$ cat src/hdl/egas_pkg.sv
// ----------------------------------------------------------------------------
// egas_pkg
// shared types, codes and the microprogram of the epsilon-greedy arm selector
// ----------------------------------------------------------------------------
package egas_pkg;

  // register indexes on the configuration channel
  localparam int unsigned CFG_IDX_W             = 8;
  localparam int unsigned CFG_DATA_W            = 32;
  localparam logic [CFG_IDX_W-1:0] CFG_ADAPT_ENABLE      = 8'd0;
  localparam logic [CFG_IDX_W-1:0] CFG_EXPLORE_THRESHOLD = 8'd1;

  localparam int unsigned THRESH_W     = 17;
  localparam logic [THRESH_W-1:0] THRESH_RESET = 17'd6554;
  localparam int unsigned CNT32_W      = 32;

  // remainder unit: digits of the random word taken per cycle
  localparam int unsigned MOD_DIGIT    = 4;
  localparam int unsigned MOD_STEPS    = 32 / MOD_DIGIT;

  // partial product chunk of the shared multiplier
  localparam int unsigned CHUNK_W      = 32;

  typedef struct packed {
    logic        opcode;
    logic [15:0] reward;
    logic [15:0] walk_cost;
    logic [15:0] rand_fraction;
    logic [31:0] rand_word;
  } in_t;

  typedef struct packed {
    logic [1:0] selected_arm;
    logic       explored;
  } out_t;

  localparam logic OPC_FEEDBACK = 1'b0;
  localparam logic OPC_CHOOSE   = 1'b1;

  typedef enum logic [3:0] {
    OP_NONE,
    OP_INIT_SCAN,
    OP_READ_I,
    OP_MUL,
    OP_SAVE,
    OP_TAKE,
    OP_NEXT,
    OP_COMMIT,
    OP_MOD,
    OP_EXPLORE,
    OP_LOAD_CUR,
    OP_FB_WRITE,
    OP_RESULT
  } op_t;

  typedef enum logic [3:0] {
    C_ALWAYS,
    C_NEVER,
    C_NOT_START,
    C_FEEDBACK,
    C_NOT_ADAPT,
    C_EXPLORE,
    C_ZERO_COST,
    C_PULL_ZERO,
    C_NOT_FOUND,
    C_LOOP_BUSY,
    C_CMP_GT,
    C_CMP_NE,
    C_CMP_GE,
    C_NOT_LAST
  } cond_t;

  // operand pairs of the multiplier
  typedef enum logic [1:0] {
    MUL_RI_CB,   // reward of candidate times cost of best
    MUL_RB_CI,   // reward of best times cost of candidate
    MUL_CI_NB,   // cost of candidate times pulls of best
    MUL_CB_NI    // cost of best times pulls of candidate
  } mul_sel_t;

  localparam int unsigned STEP_W = 5;
  typedef logic [STEP_W-1:0] step_t;

  typedef struct packed {
    op_t      op;
    cond_t    cond;
    mul_sel_t sel;
    step_t    target;
  } uword_t;

  typedef struct packed {
    logic is_choose;
    logic adapt;
    logic explore;
    logic zero_cost;
    logic pull_zero;
    logic found;
    logic loop_done;
    logic cmp_gt;
    logic cmp_eq;
    logic last_idx;
  } dp_stat_t;

  // microprogram addresses
  localparam step_t S_IDLE     = 5'd0;
  localparam step_t S_DISPATCH = 5'd1;
  localparam step_t S_CHOOSE   = 5'd2;
  localparam step_t S_PICK     = 5'd3;
  localparam step_t S_INIT     = 5'd4;
  localparam step_t S_LOOP     = 5'd5;
  localparam step_t S_SKIP     = 5'd6;
  localparam step_t S_FIRST    = 5'd7;
  localparam step_t S_MUL_A    = 5'd8;
  localparam step_t S_SAVE_A   = 5'd9;
  localparam step_t S_MUL_B    = 5'd10;
  localparam step_t S_RATIO_GT = 5'd11;
  localparam step_t S_RATIO_NE = 5'd12;
  localparam step_t S_MUL_C    = 5'd13;
  localparam step_t S_SAVE_C   = 5'd14;
  localparam step_t S_MUL_D    = 5'd15;
  localparam step_t S_AVG_GE   = 5'd16;
  localparam step_t S_TAKE     = 5'd17;
  localparam step_t S_NEXT     = 5'd18;
  localparam step_t S_COMMIT   = 5'd19;
  localparam step_t S_EXPL     = 5'd20;
  localparam step_t S_EXPL_SET = 5'd21;
  localparam step_t S_FB       = 5'd22;
  localparam step_t S_FB_WR    = 5'd23;
  localparam step_t S_RES      = 5'd24;

  function automatic uword_t uw(input op_t op, input cond_t cond, input mul_sel_t sel,
                                input step_t target);
    uword_t w;
    w.op     = op;
    w.cond   = cond;
    w.sel    = sel;
    w.target = target;
    return w;
  endfunction

  // control store
  function automatic uword_t ucode(input step_t step);
    uword_t w;
    unique case (step)
      S_IDLE:     w = uw(OP_NONE,      C_NOT_START, MUL_RI_CB, S_IDLE);
      S_DISPATCH: w = uw(OP_NONE,      C_FEEDBACK,  MUL_RI_CB, S_FB);
      S_CHOOSE:   w = uw(OP_NONE,      C_NOT_ADAPT, MUL_RI_CB, S_RES);
      S_PICK:     w = uw(OP_NONE,      C_EXPLORE,   MUL_RI_CB, S_EXPL);
      S_INIT:     w = uw(OP_INIT_SCAN, C_NEVER,     MUL_RI_CB, S_IDLE);
      S_LOOP:     w = uw(OP_READ_I,    C_NEVER,     MUL_RI_CB, S_IDLE);
      S_SKIP:     w = uw(OP_NONE,      C_PULL_ZERO, MUL_RI_CB, S_NEXT);
      S_FIRST:    w = uw(OP_NONE,      C_NOT_FOUND, MUL_RI_CB, S_TAKE);
      S_MUL_A:    w = uw(OP_MUL,       C_LOOP_BUSY, MUL_RI_CB, S_MUL_A);
      S_SAVE_A:   w = uw(OP_SAVE,      C_NEVER,     MUL_RI_CB, S_IDLE);
      S_MUL_B:    w = uw(OP_MUL,       C_LOOP_BUSY, MUL_RB_CI, S_MUL_B);
      S_RATIO_GT: w = uw(OP_NONE,      C_CMP_GT,    MUL_RI_CB, S_TAKE);
      S_RATIO_NE: w = uw(OP_NONE,      C_CMP_NE,    MUL_RI_CB, S_NEXT);
      S_MUL_C:    w = uw(OP_MUL,       C_LOOP_BUSY, MUL_CI_NB, S_MUL_C);
      S_SAVE_C:   w = uw(OP_SAVE,      C_NEVER,     MUL_RI_CB, S_IDLE);
      S_MUL_D:    w = uw(OP_MUL,       C_LOOP_BUSY, MUL_CB_NI, S_MUL_D);
      S_AVG_GE:   w = uw(OP_NONE,      C_CMP_GE,    MUL_RI_CB, S_NEXT);
      S_TAKE:     w = uw(OP_TAKE,      C_NEVER,     MUL_RI_CB, S_IDLE);
      S_NEXT:     w = uw(OP_NEXT,      C_NOT_LAST,  MUL_RI_CB, S_LOOP);
      S_COMMIT:   w = uw(OP_COMMIT,    C_ALWAYS,    MUL_RI_CB, S_RES);
      S_EXPL:     w = uw(OP_MOD,       C_LOOP_BUSY, MUL_RI_CB, S_EXPL);
      S_EXPL_SET: w = uw(OP_EXPLORE,   C_ALWAYS,    MUL_RI_CB, S_RES);
      S_FB:       w = uw(OP_LOAD_CUR,  C_ZERO_COST, MUL_RI_CB, S_RES);
      S_FB_WR:    w = uw(OP_FB_WRITE,  C_NEVER,     MUL_RI_CB, S_IDLE);
      S_RES:      w = uw(OP_RESULT,    C_ALWAYS,    MUL_RI_CB, S_IDLE);
      default:    w = uw(OP_NONE,      C_ALWAYS,    MUL_RI_CB, S_IDLE);
    endcase
    return w;
  endfunction

endpackage

$ cat src/hdl/egas_useq.sv
// ----------------------------------------------------------------------------
// egas_useq
// step counter, control store lookup and jump logic
// ----------------------------------------------------------------------------
module egas_useq (
  input  logic              clk,
  input  logic              rst,
  input  logic              start,
  input  egas_pkg::dp_stat_t stat,
  output egas_pkg::uword_t  uword,
  output logic              busy
);

  egas_pkg::step_t step;
  egas_pkg::step_t step_next;
  logic            take_jump;

  assign uword = egas_pkg::ucode(step);
  assign busy  = (step != egas_pkg::S_IDLE);

  always_comb begin
    unique case (uword.cond)
      egas_pkg::C_ALWAYS:    take_jump = 1'b1;
      egas_pkg::C_NEVER:     take_jump = 1'b0;
      egas_pkg::C_NOT_START: take_jump = !start;
      egas_pkg::C_FEEDBACK:  take_jump = !stat.is_choose;
      egas_pkg::C_NOT_ADAPT: take_jump = !stat.adapt;
      egas_pkg::C_EXPLORE:   take_jump = stat.explore;
      egas_pkg::C_ZERO_COST: take_jump = stat.zero_cost;
      egas_pkg::C_PULL_ZERO: take_jump = stat.pull_zero;
      egas_pkg::C_NOT_FOUND: take_jump = !stat.found;
      egas_pkg::C_LOOP_BUSY: take_jump = !stat.loop_done;
      egas_pkg::C_CMP_GT:    take_jump = stat.cmp_gt;
      egas_pkg::C_CMP_NE:    take_jump = !stat.cmp_eq;
      egas_pkg::C_CMP_GE:    take_jump = stat.cmp_gt | stat.cmp_eq;
      egas_pkg::C_NOT_LAST:  take_jump = !stat.last_idx;
      default:               take_jump = 1'b1;
    endcase
  end

  always_comb begin
    if (take_jump) begin
      step_next = uword.target;
    end else begin
      step_next = step + egas_pkg::step_t'(1);
    end
  end

  always_ff @(posedge clk) begin
    if (rst) begin
      step <= egas_pkg::S_IDLE;
    end else begin
      step <= step_next;
    end
  end

endmodule

$ cat config.mk
export PLATFORM = sky130hd
export DESIGN_NAME = egas_useq
export DESIGN_NICKNAME = d
export VERILOG_FILES = /design/src/hdl/egas_pkg.sv /design/src/hdl/egas_useq.sv
export SDC_FILE = /design/constraint.sdc
export NUM_CORES = 1
export LEC_CHECK = 0
export BUFFER_PORTS_ARGS = -buffer_cell sky130_fd_sc_hd__buf_2
export CAP_MARGIN = 20
export CORE_MARGIN = 2
export CORE_UTILIZATION = 39
export CTS_CLUSTER_SIZE = 8
export DETAILED_ROUTE_END_ITERATION = 8
export GPL_TIMING_DRIVEN = 0
export PLACE_DENSITY = 0.64
export SLEW_MARGIN = 10
export SYNTH_ARGS = -nofsm -noshare
export SYNTH_HDL_FRONTEND = slang
export SYNTH_SLANG_ARGS = --single-unit
$ cat constraint.sdc
create_clock -name clk -period 7.4 [get_ports clk]
set_clock_uncertainty 0.15 [all_clocks]
set_input_delay 1.11 -clock clk [delete_from_list [all_inputs] [get_ports clk]]
set_output_delay 1.11 -clock clk [all_outputs]
set_load 0.02 [all_outputs]
=== After elaboration in Yosys (flattened, before gate mapping) ===
Memory sizes are Yosys's and may differ from the RTL's. A register that Yosys moved wholly into a read port is not among the register bits.
Index checks and enable logic that the tools add are counted.

* Register bits: 5
* ROM bits: 480
* Input port bits: 13
* Word-level logic and storage cells: 28
* Memories: 1

* Add/subtract/negate cells: 1
* Equality and inequality tests: 13
* Mux-type cells: 3
* Bitwise operators: 1
* Reductions and logical operators: 8

{| class="wikitable"
|+ Memories
! memory !! words !! bits a word !! read ports !! clocked after Yosys merged registers in !! write ports !! line !! RTL
|-
| (no name shown) || 32 || 15 || 1 || 1 || 0 || egas_pkg.sv:144 || <nowiki>unique case (step)</nowiki>
|}

{| class="wikitable"
|+ Operator list
! cell !! number
|-
| 4-bit equality test, second input constant || 6
|-
| 4-bit by 3-bit equality test with 1-bit output, second input constant || 4
|-
| 1-bit case mux with 13 select lines || 1
|-
| 5-bit two-way mux || 2
|-
| 4-bit by 2-bit equality test with 1-bit output, second input constant || 2
|-
| 1-bit zero test || 7
|-
| 5-bit by 1-bit adder with 5-bit output, second input constant || 1
|-
| 5-bit nonzero test || 1
|-
| 4-bit by 1-bit equality test with 1-bit output, second input constant || 1
|-
| 1-bit OR || 1
|}

=== Logic depth before layout (Yosys ltp) ===
Gate-level depths: netlist (run 1).

* Word-level depth: 4
* Depth in mapped cells: 15
* Depth with buffers taken out: 12

=== Least setup slack after synthesis (run 1) ===
Ideal clock, no wire load.

* Path kind: input to register
* Start point: input port start
* End point: register, netlist name uword[13]
* Data arrival time: 3.548 ns
* Slack: 3.585 ns
* Cell stages on the path: 14
* Cell sequence: a21o_1 -> a211oi_1 -> a2111oi_4 -> and2_1 -> buf_6 -> buf_12 -> mux2i_1 -> nor2_1 -> inv_1 -> ha_1 -> clkbuf_1 -> mux2i_1 -> o22ai_1 -> a22o_1

* Longest elaborated chain between the ends: 4

{| class="wikitable"
|+ Ends and longest elaborated chain
! element !! line !! RTL
|-
| start, declared || egas_useq.sv:8 || <nowiki>input logic start,</nowiki>
|-
| 1-bit zero test || egas_useq.sv:25 || <nowiki>egas_pkg::C_NOT_START: take_jump = !start;</nowiki>
|-
| 1-bit case mux with 13 select lines || egas_useq.sv:22 || <nowiki>unique case (uword.cond)</nowiki>
|-
| 5-bit two-way mux || egas_useq.sv:42 || <nowiki>if (take_jump) begin</nowiki>
|-
| 5-bit two-way mux (no line) || -- ||
|}

No other way between the ends.
A chain may end at the register's enable or synchronous reset.

=== Worst setup path after layout (run 1) ===
* Start point: input port stat[5] (netlist name)
* End point: register, netlist name uword[13]

* Longest elaborated chain between the ends: 3

{| class="wikitable"
|+ Ends and longest elaborated chain
! element !! line !! RTL
|-
| start, declared || egas_useq.sv:9 || <nowiki>input egas_pkg::dp_stat_t stat,</nowiki>
|-
| 1-bit case mux with 13 select lines || egas_useq.sv:22 ||
|-
| 5-bit two-way mux || egas_useq.sv:42 ||
|-
| 5-bit two-way mux (no line) || -- ||
|}

No other way between the ends.

==> flow_summary.ini, run 1 <==
[run_status]
run_status = complete, no violations

[timing]
max-slew-margin-rel_pct = 54.8
report.final.slew_viol_count = 0
worst-slew-pin-transition_ns = 0.675
final.min_clock_period_ns = 4.23
final-hold-violation-count = 0
portion_of_the_clock_cycle_consumed_by_the_worst_path_in_the_final_layout_pct = 57.2
setup_viol = 0
final.hold.worst_slack_ns = 0.474
rsz0062_at_grt = false
fmax_ghz = 0.236
fin_setup_tns_ns = 0

[setup_path]
cpMaxStageDelayCell = sky130_fd_sc_hd__nor2_1
critPathArrivalTime_ns = 4.24
startpoint_to_endpoint_class_of_the_critical_path = primary input to register
worstPathCellList = buf_2 > mux2i_1 > o32ai_2 > a2111oi_4 > and2_1 > buf_6 > buf_12 > mux2i_1 > nor2_1 > inv_1 > ha_1 > clkbuf_1 > mux2i_1 > o22ai_1 > a22o_1
timing.critical_path.fanout_max = 10
crit_required_ns = 7.41
worst_setup_path_start_kind = primary input
timing.critical_path.to_type = register
cpMostUsedCell = sky130_fd_sc_hd__mux2i_1
critical_path.top_delay_family = compound AO/OA/AOI/OAI gates
critPathBufInv = 5
critical_path.max_stage_delay_ns = 0.53

[drt]
wl_met2_mm = 1.56
drt-total-wl_mm = 3.70
remaining_drc_errors = 0
detail_route.iter0.violations = 87
drt_pass1_iterations = 4
antenna_violating_nets_post_route = 0
viasPerCell = 5.47
highest_layer = met4
wl_met1_mm = 1.80
detail_route.wl_per_cell_um = 14.5
dr_wl_met3_um = 293
via_total_after_detailed_routing = 1400

[place]
port_buffers = 28
gpl.final_weighted_congestion = 0.840
place.detailed.hpwl_mm = 2.76
inst_count_dp = 252
placed_area_mm2 = 0.00173

[floorplan]
initial_utilization_pct = 41.1
core_area_mm2 = 0.00372
fp-row-count = 22
die_height_um = 66.6
die_area_mm2 = 0.00443
floorplan.io_pins = 29
die_x_um = 66.6

[finish]
postLayoutCellArea_mm2 = 0.00178
syn_to_final_growth_pct = 16.7
insertedDiodeCount = 0
final_cell_count_no_fill = 256
fillers = 386
final_layout_size_suffix_gt1_share_pct = 25.0
final_nets = 232

[power]
power_per_cell_area_mw_per_mm2 = 512
sequential_share_of_power_pct = 19.9
sw_frac_of_total_pct = 48.7
combPwrFrac_pct = 71.1
internal_power_mw = 0.468
p_leak_nw = 0.770
power.clock.fraction_pct = 9.0
total_switching_power_mw = 0.444
worst_voltage_drop_across_the_vdd_grid_mv = 0.220
power.total_mw = 0.913

[synth]
synthesis.instances = 176
ys_top_cells_by_area = sky130_fd_sc_hd__dfxtp_1 26%, sky130_fd_sc_hd__ha_1 8.2%, sky130_fd_sc_hd__mux2i_1 7.2%
yosysWarningCount = 0
synth_nets = 199
yosysSeqAreaShare_pct = 26.2
ys.flop_type = sky130_fd_sc_hd__dfxtp_1
synth.largest_area_cell = sky130_fd_sc_hd__dfxtp_1
synth-edff-count = 0
ys_types = 56
postSynth.asyncResetShare_pct = 0
synth.top_cell.area_share_pct = 26.2
syn_area_per_cell_um2 = 8.68
combined_area_of_all_synthesized_cells_mm2 = 0.00153
synth.ff_latch_count = 20

[cts]
cts.hold.buffers_added = 0
path_clk_slew_ns = 0.07
cts.path.max_buffers = 2
tritoncts_clock_tree = yes
cts_setup_buffers = 0
tritoncts.num_buffers = 3
cts_max_level = 1
worstSkewPairLatency_ns = 0.26
numClockSinks = 20
clock_tree.root_cell = sky130_fd_sc_hd__clkbuf_8
ctsResizeCount = 0

[global_routing]
grt_pass1_wl_mm = 6.11
first_global_vias = 1269
antenna_found_initial = 0
grt_usage_pct = 17.8
grt_overflow_total = 0
grt_max_degree = 12

[job]
max_cap_viol = 0

[min_path]
class_of_the_worst_hold_path = register to register
==> final timing paths <==
check | from | cells past startpoint | end | slack (ns)
max reg2reg | uword[8]$_DFF_P_ | 15 | uword[13]$_DFF_P_ | 3.57
min reg2reg | uword[0]$_DFF_P_ | 2 | step[0]$_SDFF_PP0_ | 0.47
min | uword[0]$_DFF_P_ | 2 | step[0]$_SDFF_PP0_ | 0.47
max | stat[5] | 15 | uword[13]$_DFF_P_ | 3.17
==> placed cells by master, fill, tap and decap left out, types with 5 or more instances in the layout <==
cell and instances:
sky130_fd_sc_hd__a21oi_1 14, sky130_fd_sc_hd__buf_2 32, sky130_fd_sc_hd__dfxtp_1 20, sky130_fd_sc_hd__ha_1 10, sky130_fd_sc_hd__inv_1 7, sky130_fd_sc_hd__mux2i_1 11
sky130_fd_sc_hd__nand2_1 15, sky130_fd_sc_hd__nor2_1 10, sky130_fd_sc_hd__o21ai_0 6, sky130_fd_sc_hd__o22ai_1 5
==> registers in the layout, indices dropped and copies added, names as in the netlist <==
signal	count
step	5
uword	15
==> power by group through the flow <==
| stage | combinational (mW) | clock [mW] | sequential, mW |
|---|---|---|---|
| floorplan | 0.478 | 0 | 0.205 |
| global placement | 0.642 | 0 | 0.183 |
| detailed placement | 0.636 | 0 | 0.184 |
| CTS | 0.640 | 0.0856 | 0.181 |
| global route | 0.707 | 0.0878 | 0.188 |
| finish | 0.649 | 0.0821 | 0.182 |
==> cell type report <==
type | instances | area (µm²) | area share [%]
clock buffer | 4 | 55.1 | 3.09
multi-input combinational | 137 | 1020 | 57.0
timing repair buffer | 28 | 140 | 7.86
buffer | 11 | 81.3 | 4.56
sequential | 20 | 400 | 22.5
inverter | 8 | 30.0 | 1.68
tap | 48 | 60.1 | 3.37
==> stage by stage <==
step	setup WS, ns	util, %
after detailed placement	2.93	46.5
after CTS	3.21	48.0
final	3.17	48.0
after global placement	2.91	46.5
after floorplan	3.59	-
after global routing	2.92	48.0
==> synthesized netlist by cell type (all sizes together) (2+ instances only) <==
library cell / number
a211oi: 3
a21o: 4
a21oi: 14
a22oi: 2
a31oi: 3
and4b: 2
buf: 8
clkbuf: 3
dfxtp: 20
ha: 10
inv: 8
mux2i: 12
nand2: 15
nand2b: 2
nand3: 4
nand3b: 4
nor2: 10
nor2b: 3
nor3: 4
nor3b: 2
o21ai: 6
o22ai: 5
o32ai: 2
or2: 2
or3: 2
or3b: 2
xnor2: 2
xor2: 4
==> cell families after synthesis <==
group	after synthesis	share of synthesized area (%)
compound gates	52	25.1
flops	20	26.2
simple gates	56	20.4
buf+inv	19	7.29
xor+xnor	6	3.44
fa+ha+maj	10	8.19
mux	13	9.42
==> worst min-delay path, stage by stage, from the launching register on <==
cell                      delay (ns)
sky130_fd_sc_hd__dfxtp_1        0.38
sky130_fd_sc_hd__mux2i_1        0.11
sky130_fd_sc_hd__nor2_1         0.09
==> metal layers <==
metal,vias up,global-route usage (%)
met4,0,6.63
met1,637,25.7
met5,-,0
li1,705,-
met2,53,27.0
met3,5,1.86
(Power assumes the default switching activity.)
==> inputs of run 2 (changes only) <==
--- a/config.mk
+++ b/config.mk
@@ -12,7 +12,7 @@
 export CTS_CLUSTER_SIZE = 8
 export DETAILED_ROUTE_END_ITERATION = 8
 export GPL_TIMING_DRIVEN = 0
-export PLACE_DENSITY = 0.64
+export PLACE_DENSITY = 0.66
 export SLEW_MARGIN = 10
 export SYNTH_ARGS = -nofsm -noshare
 export SYNTH_HDL_FRONTEND = slang
==> constraint.sdc (replaced) <==
create_clock -name clk -period 3.7 [get_ports clk]
set_clock_uncertainty 0.15 [all_clocks]
set_input_delay 0.555 -clock clk [delete_from_list [all_inputs] [get_ports clk]]
set_output_delay 0.555 -clock clk [all_outputs]
set_load 0.02 [all_outputs]
==> run 2 against run 1 <==
Non-clock buffer count shrank 1. Via count grew 2.3%. Design area shrank 0.35%. Worst hold slack gained 0.059 ns. Largest power group unchanged. Sequential power grew 99%. Setup slack lost 2.9 ns. Clock power grew 74%. Sequential share of layout area grew 0.079 points.
==> flow_summary.ini, run 2 (synthesis results as in run 1) <==
[finish]
largest_register_ffs = 15
syn_to_final_growth_pct = 16.3
final_nets = 231
insertedDiodeCount = 0
fillers = 375
layout_common_cells = 32 x sky130_fd_sc_hd__buf_2, 20 x sky130_fd_sc_hd__dfxtp_1, 15 x sky130_fd_sc_hd__nand2_1
final_layout_size_suffix_gt1_share_pct = 25.7
final_common_cell = sky130_fd_sc_hd__buf_2

[drt]
drt_pass1_iterations = 4
remaining_drc_errors = 0
detail_route.iter0.violations = 92
antenna_violating_nets_post_route = 0
viasPerCell = 5.64
detail_route.wl_per_cell_um = 15.2
drt-total-wl_mm = 3.87
via_total_after_detailed_routing = 1432

[global_routing]
met1_usage_pct = 25.6
antenna_found_initial = 0
grt_overflow_total = 0
grt_util_met2_pct = 30.1
grt.busiest_layer = met2
met3_usage_pct = 3.04
grt_usage_pct = 18.9
grt_max_degree = 11
grt_pass1_wl_mm = 6.40
first_global_vias = 1379

[timing]
post-route-worst-setup-slack_ns = 0.291
report.final.slew_viol_count = 0
final.min_clock_period_ns = 3.41
worst-slew-pin-transition_ns = 0.560
final-hold-violation-count = 0
portion_of_the_clock_cycle_consumed_by_the_worst_path_in_the_final_layout_pct = 92.1
fmax_ghz = 0.293
max-slew-margin-rel_pct = 62.6
rsz0062_at_grt = false
fin_setup_tns_ns = 0
setup_viol = 0

[power]
worst_voltage_drop_across_the_vdd_grid_mv = 0.384
p_leak_nw = 0.759
power_per_cell_area_mw_per_mm2 = 1030

[setup_path]
startpoint_to_endpoint_class_of_the_critical_path = register to register
critical_path_cell_count = 14
critical_path.max_stage_delay_ns = 0.43
r2r_start = uword[8]$_DFF_P_
worst_setup_path_startpoint = uword[8]$_DFF_P_
cpMaxStageDelayCell = sky130_fd_sc_hd__a2111oi_4
reg2reg_slack_ns = 0.29
timing.critical_path.to = uword[7]$_DFF_P_
timing.critical_path.fanout_max = 10
worst_setup_path_start_kind = register
worstPathCellList = buf_6 > mux2i_1 > o32ai_2 > a2111oi_4 > and2_1 > buf_6 > buf_12 > mux2i_2 > nor2_4 > inv_1 > ha_1 > inv_1 > o21ai_0 > a221oi_1
r2r_end = uword[7]$_DFF_P_
crit_required_ns = 3.71
rr_worst_depth = 14
critical_path.top_delay_family = compound AO/OA/AOI/OAI gates
critPathArrivalTime_ns = 3.42
timing.critical_path.to_type = register
critPathBufInv = 5

[place]
dp_slack_ns = -0.188
place.detailed.hpwl_mm = 2.86
gpl.final_weighted_congestion = 0.894
port_buffers = 28

[floorplan]
initial_utilization_pct = 41.1
die_height_um = 66.6
core_area_mm2 = 0.00372
die_area_mm2 = 0.00443
die_x_um = 66.6
floorplan.io_pins = 29
fp-row-count = 22

[cts]
path_clk_slew_ns = 0.07
numClockSinks = 20
cts_max_level = 1
cts_setup_buffers = 0
tritoncts_clock_tree = yes
tritoncts.num_buffers = 3
clock_tree.root_cell = sky130_fd_sc_hd__clkbuf_8
worstSkewPairLatency_ns = 0.26
cts.path.max_buffers = 2

[job]
max_cap_viol = 0

[run_status]
run_status = complete, no violations

[min_path]
class_of_the_worst_hold_path = register to register
worstHoldStart = uword[0]$_DFF_P_
run 2: cell types whose count changed in the layout (fill, tap and decap cells not counted):
cell	delta
sky130_fd_sc_hd__nor2_1	-1
sky130_fd_sc_hd__mux2i_2	+1
sky130_fd_sc_hd__nor2_4	+1
sky130_fd_sc_hd__clkbuf_1	-1
sky130_fd_sc_hd__mux2i_1	-1
sky130_fd_sc_hd__clkbuf_8	-1
run 2: metrics by stage:
step / power (mW) / instance area (µm²) / utilization [%] / hold WS, ns / cells
after floorplan: 1.37 / 1530 / - / 0.449 / 176
after global placement: 1.64 / 1730 / 46.5 / 0.459 / 252
after detailed placement: 1.64 / 1730 / 46.5 / 0.445 / 252
after CTS: 1.80 / 1770 / 47.7 / 0.481 / 255
after global routing: 1.97 / 1780 / 47.8 / 0.571 / 254
final: 1.82 / 1780 / 47.8 / 0.533 / 254
run 2: final cells by class:
type	count	area (µm²)	area share, %
Buffer	10	77.6	4.37
Clock buffer	3	41.3	2.32
Inverter	8	30.0	1.69
Multi-Input combinational cell	137	1030	57.8
Sequential cell	20	400	22.5
Tap cell	48	60.1	3.38
Timing Repair Buffer	28	140	7.89
run 2: worst min-delay path by stage:
stage | slack (ns) | endpoint | cells past startpoint
floorplan | 0.45 | step[0]$_SDFF_PP0_ | 3
global placement | 0.46 | step[0]$_SDFF_PP0_ | 2
detailed placement | 0.44 | step[0]$_SDFF_PP0_ | 2
CTS | 0.48 | step[0]$_SDFF_PP0_ | 2
global route | 0.57 | step[0]$_SDFF_PP0_ | 2
finish | 0.53 | step[0]$_SDFF_PP0_ | 2
run 2: metal layers:
metal / routed length (µm) / vias to the layer above
met5: 0 / -
met4: 72 / 0
met3: 281 / 9
met2: 1760 / 64
met1: 1760 / 654
li1: - / 705
run 2: tightest hold or removal path, delay by kind of cell, from the launching register on:
family / cells / cell delay [ns]
DFF: 1 / 0.42
and+or+nand+nor: 1 / 0.09
muxes: 1 / 0.14
run 2: power breakdown:
part           internal [mW]  switching, mW  total (mW)
sequential             0.292         0.0701       0.362
combinational          0.561          0.757        1.32
clock                 0.0726         0.0700       0.143
run 2: repair_timing:
item | in CTS | in global routing
hold buffers | 0 | 0
resized for setup | 1 | 2
gates cloned | 0 | 0
setup endpoints to repair | 6 | 7
pin swaps | 0 | 0
